$ cat src/rtl/core/caller_address_registry_macros.svh
// assertion helpers shared by the registry modules
// each macro expects clk and arst_n in the enclosing module
`ifndef CALLER_ADDRESS_REGISTRY_MACROS_SVH
`define CALLER_ADDRESS_REGISTRY_MACROS_SVH

// same-cycle implication
`define CRA_ASSERT_IMPL(label, ante, cons, msg) \
	label: assert property (@(posedge clk) disable iff (!arst_n) (ante) |-> (cons)) \
		else $error(msg);

// next-cycle implication
`define CRA_ASSERT_NEXT(label, ante, cons, msg) \
	label: assert property (@(posedge clk) disable iff (!arst_n) (ante) |=> (cons)) \
		else $error(msg);

`endif

$ cat src/rtl/core/cra_pkg.sv
`timescale 1ns / 1ps

package cra_pkg;

	// default sizes
	localparam int HASH_SLOTS_DEF  = 8192;
	localparam int MAX_ENTRIES_DEF = 512;

	// fixed field widths
	localparam int ADDR_W    = 32;
	localparam int CAP_W     = 10;
	localparam int IDX_OUT_W = 9;
	localparam logic [CAP_W-1:0] CAP_RESET = 10'd500;

	// result kinds
	typedef enum logic [1:0] {
		RES_HIT,
		RES_NEW,
		RES_OVF
	} res_kind_t;

	// controller to datapath commands
	typedef struct packed {
		logic      clr_wr;
		logic      start;
		logic      probe_first;
		logic      advance;
		logic      ent_rd;
		logic      insert;
		logic      load_out;
		res_kind_t kind;
	} cra_cmd_t;

	// datapath to controller status
	typedef struct packed {
		logic clr_last;
		logic hash_done;
		logic slot_empty;
		logic ent_match;
		logic probe_last;
		logic limit;
		logic out_busy;
	} cra_sts_t;

endpackage

$ cat src/rtl/core/cra_ctrl.sv
`timescale 1ns / 1ps
`include "caller_address_registry_macros.svh"

module cra_ctrl
	import cra_pkg::*;
(
	input  logic     clk,
	input  logic     arst_n,
	input  logic     in_valid,
	output logic     in_ready,
	input  cra_sts_t sts,
	output cra_cmd_t cmd
);

	typedef enum logic [2:0] {
		S_CLEAR,
		S_IDLE,
		S_HASH,
		S_SLOT,
		S_ENTRY
	} state_t;

	state_t state_q;
	state_t state_d;

	assign in_ready = (state_q == S_IDLE);

	// commands and next state
	always_comb begin
		cmd     = '0;
		cmd.kind = RES_HIT;
		state_d = state_q;
		case (state_q)
			S_CLEAR: begin
				cmd.clr_wr = 1'b1;
				if (sts.clr_last) begin
					state_d = S_IDLE;
				end
			end
			S_IDLE: begin
				if (in_valid) begin
					cmd.start = 1'b1;
					state_d   = S_HASH;
				end
			end
			S_HASH: begin
				if (sts.hash_done) begin
					cmd.probe_first = 1'b1;
					state_d         = S_SLOT;
				end
			end
			S_SLOT: begin
				// empty slot ends the probe as a miss
				if (sts.slot_empty) begin
					if (!sts.out_busy) begin
						cmd.load_out = 1'b1;
						cmd.kind     = sts.limit ? RES_OVF : RES_NEW;
						cmd.insert   = !sts.limit;
						state_d      = S_IDLE;
					end
				end else begin
					cmd.ent_rd = 1'b1;
					state_d    = S_ENTRY;
				end
			end
			S_ENTRY: begin
				if (sts.ent_match) begin
					if (!sts.out_busy) begin
						cmd.load_out = 1'b1;
						cmd.kind     = RES_HIT;
						state_d      = S_IDLE;
					end
				end else if (sts.probe_last) begin
					// whole table probed with no empty slot
					if (!sts.out_busy) begin
						cmd.load_out = 1'b1;
						cmd.kind     = RES_OVF;
						state_d      = S_IDLE;
					end
				end else begin
					cmd.advance = 1'b1;
					state_d     = S_SLOT;
				end
			end
			default: begin
				state_d = S_IDLE;
			end
		endcase
	end

	always_ff @(posedge clk or negedge arst_n) begin
		if (!arst_n) begin
			state_q <= S_CLEAR;
		end else begin
			state_q <= state_d;
		end
	end

	`CRA_ASSERT_IMPL(a_load_free, cmd.load_out, !sts.out_busy, "result loaded over a waiting one")
	`CRA_ASSERT_IMPL(a_insert_ok, cmd.insert, sts.slot_empty && !sts.limit, "insert without room")
	`CRA_ASSERT_NEXT(a_entry_follows, cmd.ent_rd, state_q == S_ENTRY, "entry read not checked")

endmodule

$ cat config.mk
export PLATFORM = sky130hd
export DESIGN_NAME = cra_ctrl
export DESIGN_NICKNAME = d
export VERILOG_FILES = /design/src/rtl/core/cra_pkg.sv /design/src/rtl/core/cra_ctrl.sv
export VERILOG_INCLUDE_DIRS = /design/src /design/src/rtl/core
export SDC_FILE = /design/constraint.sdc
export NUM_CORES = 1
export LEC_CHECK = 0
export ABC_AREA = 1
export BUFFER_PORTS_ARGS = -buffer_cell sky130_fd_sc_hd__buf_2
export CORE_AREA = 3 3 40 42
export DETAILED_ROUTE_END_ITERATION = 7
export DIE_AREA = 0 0 43 45
export GPL_TIMING_DRIVEN = 0
export PLACE_DENSITY_LB_ADDON = 0.08
export SYNTH_ARGS = -nofsm -noshare
export SYNTH_HDL_FRONTEND = slang
export SYNTH_SLANG_ARGS = --single-unit
$ cat constraint.sdc
create_clock -name clk -period 2.1 [get_ports clk]
set_clock_uncertainty 0.15 [all_clocks]
set_input_delay 0.63 -clock clk [delete_from_list [all_inputs] [get_ports clk]]
set_output_delay 0.63 -clock clk [all_outputs]
set_load 0.01 [all_outputs]
[Word level (Yosys, flattened, before mapping)]
Index checks and enable logic that the tools add are counted.
Word-level totals
  bits in registers: 3
  input port bits: 10
  output and inout bits: 10
Operators by class
  equality and inequality tests: 7
  mux-type cells: 26
  reduce and logical (&&, ||, !) cells: 3
Operators by type and width (count)
  3-bit two-way mux: 11
  3-bit case mux with 5 select lines: 1
  1-bit two-way mux: 9
  4-bit two-way mux: 2
  3-bit by 2-bit equality test with 1-bit output, second input constant: 2
  2-bit != test, second input constant: 3
  3-bit case mux with 2 select lines: 1
  2-bit two-way mux: 2
  3-bit by 1-bit equality test with 1-bit output, second input constant: 1
  3-bit equality test, second input constant: 1
  3-bit logical NOT: 1
  3-bit AND reduction: 1
  1-bit logical NOT: 1

[Depth between registers and ports, before layout]
  depth in word-level cells: 4
  depth in mapped cells: 9

[Worst setup path after synthesis]
Ideal clock, no wire load.
  path kind: input to output
  start point: in sts[0] (netlist bit)
  end point: out cmd[1] (netlist bit)
  arrival time: 1151 ps
  required time: 1320 ps
  setup slack: 169 ps
  stages: 3
  cells stage by stage: inv_1 -> nand2_1 -> o32ai_1
RTL lines
  start, declared: RTL line cra_ctrl.sv:11  | input cra_sts_t sts,
  end, declared: RTL line cra_ctrl.sv:12  | output cra_cmd_t cmd

==> flow_summary.yaml <==
routing:
  routedWlPerCell_microns: 9.56
  via_per_inst: 4.30
  drt_wl_total_microns: 1000
  drtIter0Drc: 8
  drc: 0
  postRouteAntennaNets: 0
  vias: 451
  first_pass_iters: 4
hold_path:
  hold_path.class: "in2async"
global_routing:
  gr-total-overflow: 0
  grt_max_degree: 8
  grt_pass1_wl_microns: 1860
  grt_usage_pct: 12.8
  antenna_found_initial: 0
  grt_pass1_vias: 428
power:
  powerDensity_nw_per_um2: 1180
  leakagePower_nw: 0.359
  power.total_mw: 0.677
  peakVddDrop_uv: 432
floorplanning:
  die_h_microns: 45
  start_util_pct: 26.7
  die_w_microns: 43
  num_io_pins: 20
  die_area_sq_um: 1940
  core_area_sq_um: 1280
  rows: 13
final_layout:
  layout-drive-gt1-share_pct: 52.2
  synthToLayoutAreaGrowth_pct: 67.9
  diodes: 0
  largest_register_ffs: 3
  top_register: "state_q"
  finish.utilization_pct: 44.8
  reg.largest.list: "state_q x3"
  nNetsFinal: 101
timing:
  fin_crit_sh_pct: 101
  finalHoldViolCount: 0
  tightest_slew_ns: 0.182
  whs_ns: 0.0404
  max_clock_freq_mhz: 472
  rsz0062_at_grt: "true"
  layout_min_cycle_time_ns: 2.12
  fin_ws_ns: -0.0167
  finalSetupViolCount: 1
  setup_tns_ns: -0.0167
  final-max-slew-violation-count: 0
  slew_headroom_pct: 87.9
clocking:
  cts_buffers: 3
  clock_path_buffers: 2
  clk_pin_slew_worst_paths_ns: 0.04
  clock_latency_ns: 0.23
  cts.sinks: 3
  cts_max_level: 1
  cts_tree: "done"
  cts-root-buf: "clkbuf_4"
setup_path:
  crit_slowest_cell: "dfrtp_2"
  rr_endpoint: "state_q[0]"
  rrSetupSlack_ns: 0.03
  end_kind: "output pin"
  critPathBufInv: 1
  start_kind: "register"
  reg2reg_depth: 15
  cp_data_arrival_time_ns: 1.34
  path_cells: "nor2_4 -> nand2_2 -> or2_4 -> a21oi_2 -> buf_2"
  required_ns: 1.32
  worstPathMaxFanout: 5
  critical_path.top_delay_family: "flip-flops"
  r2r-start: "state_q[0]"
  max_stage_delay_ns: 0.44
  worstSetupPathType: "reg2out"
synth:
  synth_seq_cells: 3
  ys_types: 16
  synth.avg_cell_area_sq_um: 6.01
  synth_area_sq_um: 343
  netlist_instances: 57
  yosys_warnings: 0
  synthesis.nets: 67
  ys_seq_area_share_pct: 21.9
placement:
  gp_congestion: 0.702
  io_buffers: 19
  detailed_place_hpwl_microns: 744
flow_run:
  cap_violations: 0
status:
  violations: "setup timing"
  outcome: "complete, but fails checks"
-- cell usage in the layout, fill, tap and decap left out, types with 2 or more instances in the layout --
cell / Yosys / routed
nand3_1: 5 / 5
buf_4: 0 / 9
nand2_2: 1 / 2
nor2_1: 9 / 8
inv_2: 2 / 4
clkbuf_4: 0 / 3
nand4_1: 4 / 4
dfrtp_1: 3 / 2
nand2_1: 13 / 12
buf_6: 1 / 2
buf_2: 0 / 19
inv_1: 12 / 10
-- cells by family (layout without fill, tap and decap cells) --
| kind of cell | count (synthesis) | after routing | share of synthesized area, % |
|---|---|---|---|
| and+or+nand+nor | 35 | 35 | 49.3 |
| buffers and inverters | 15 | 48 | 18.6 |
| AOI/OAI and AO/OA | 4 | 4 | 10.2 |
| DFF | 3 | 3 | 21.9 |
-- what timing repair did --
action	4_1_cts	5_1_grt
pin swaps	1	3
endpoints found under the setup margin	2	8
hold buffers	0	0
setup buffers	10	1
resized for setup	2	6
-- cell usage after synthesis --
cell type,number,area share (%)
nand3_2,1,2.9
nor2_4,1,3.3
a21oi_2,1,2.6
nand4_1,4,7.3
nand2_1,13,14
o21ai_0,1,1.5
nand3_1,5,7.3
inv_1,12,13
buf_6,1,3.3
or2_4,1,2.6
inv_2,2,2.2
o22ai_2,1,3.6
dfrtp_1,3,22
nand2_2,1,1.8
nor2_1,9,9.9
o32ai_1,1,2.6
-- layout make-up --
type                            instances  area [sq um]
Timing Repair Buffer                   30           185
Fill cell                             151           709
Tap cell                               15          18.8
Multi-Input combinational cell         39           216
Clock buffer                            4          26.3
Inverter                               14          52.6
Sequential cell                         3          76.3
-- stage by stage --
step / setup WS (ns) / std cells / area [sq um]
finish: -0.0167 / 105 / 576
global route: -0.112 / 105 / 576
CTS: -0.0455 / 105 / 559
detailed placement: 0.000699 / 91 / 457
global placement: -0.00920 / 91 / 457
floorplan: 0.169 / 57 / 343
-- how the worst max path moves through the flow --
stage | to | start | cells after the start
3_5_place_dp | cmd[1] | sts[0] | 5
6_report | cmd[2] | state_q[0] | 5
5_1_grt | cmd[2] | state_q[0] | 5
2_1_floorplan | cmd[1] | sts[0] | 3
3_3_place_gp | cmd[1] | sts[0] | 5
4_1_cts | cmd[2] | state_q[0] | 5
-- report_power, final --
part	internal (mW)	switching, mW	leakage [nW]
sequential	0.0865	0.0368	0.0367
clock	0.0709	0.0254	0.0150
combinational	0.203	0.255	0.308
total	0.360	0.317	0.359
-- per-layer routing --
metal,vias to the layer above,global-route usage [%],wire (microns)
li1,247,-,-
met1,186,15.9,440
met2,18,21.9,497
met3,0,3.59,66
met4,0,3.61,0
met5,-,0,0
Power figures use the tool's default switching activity.
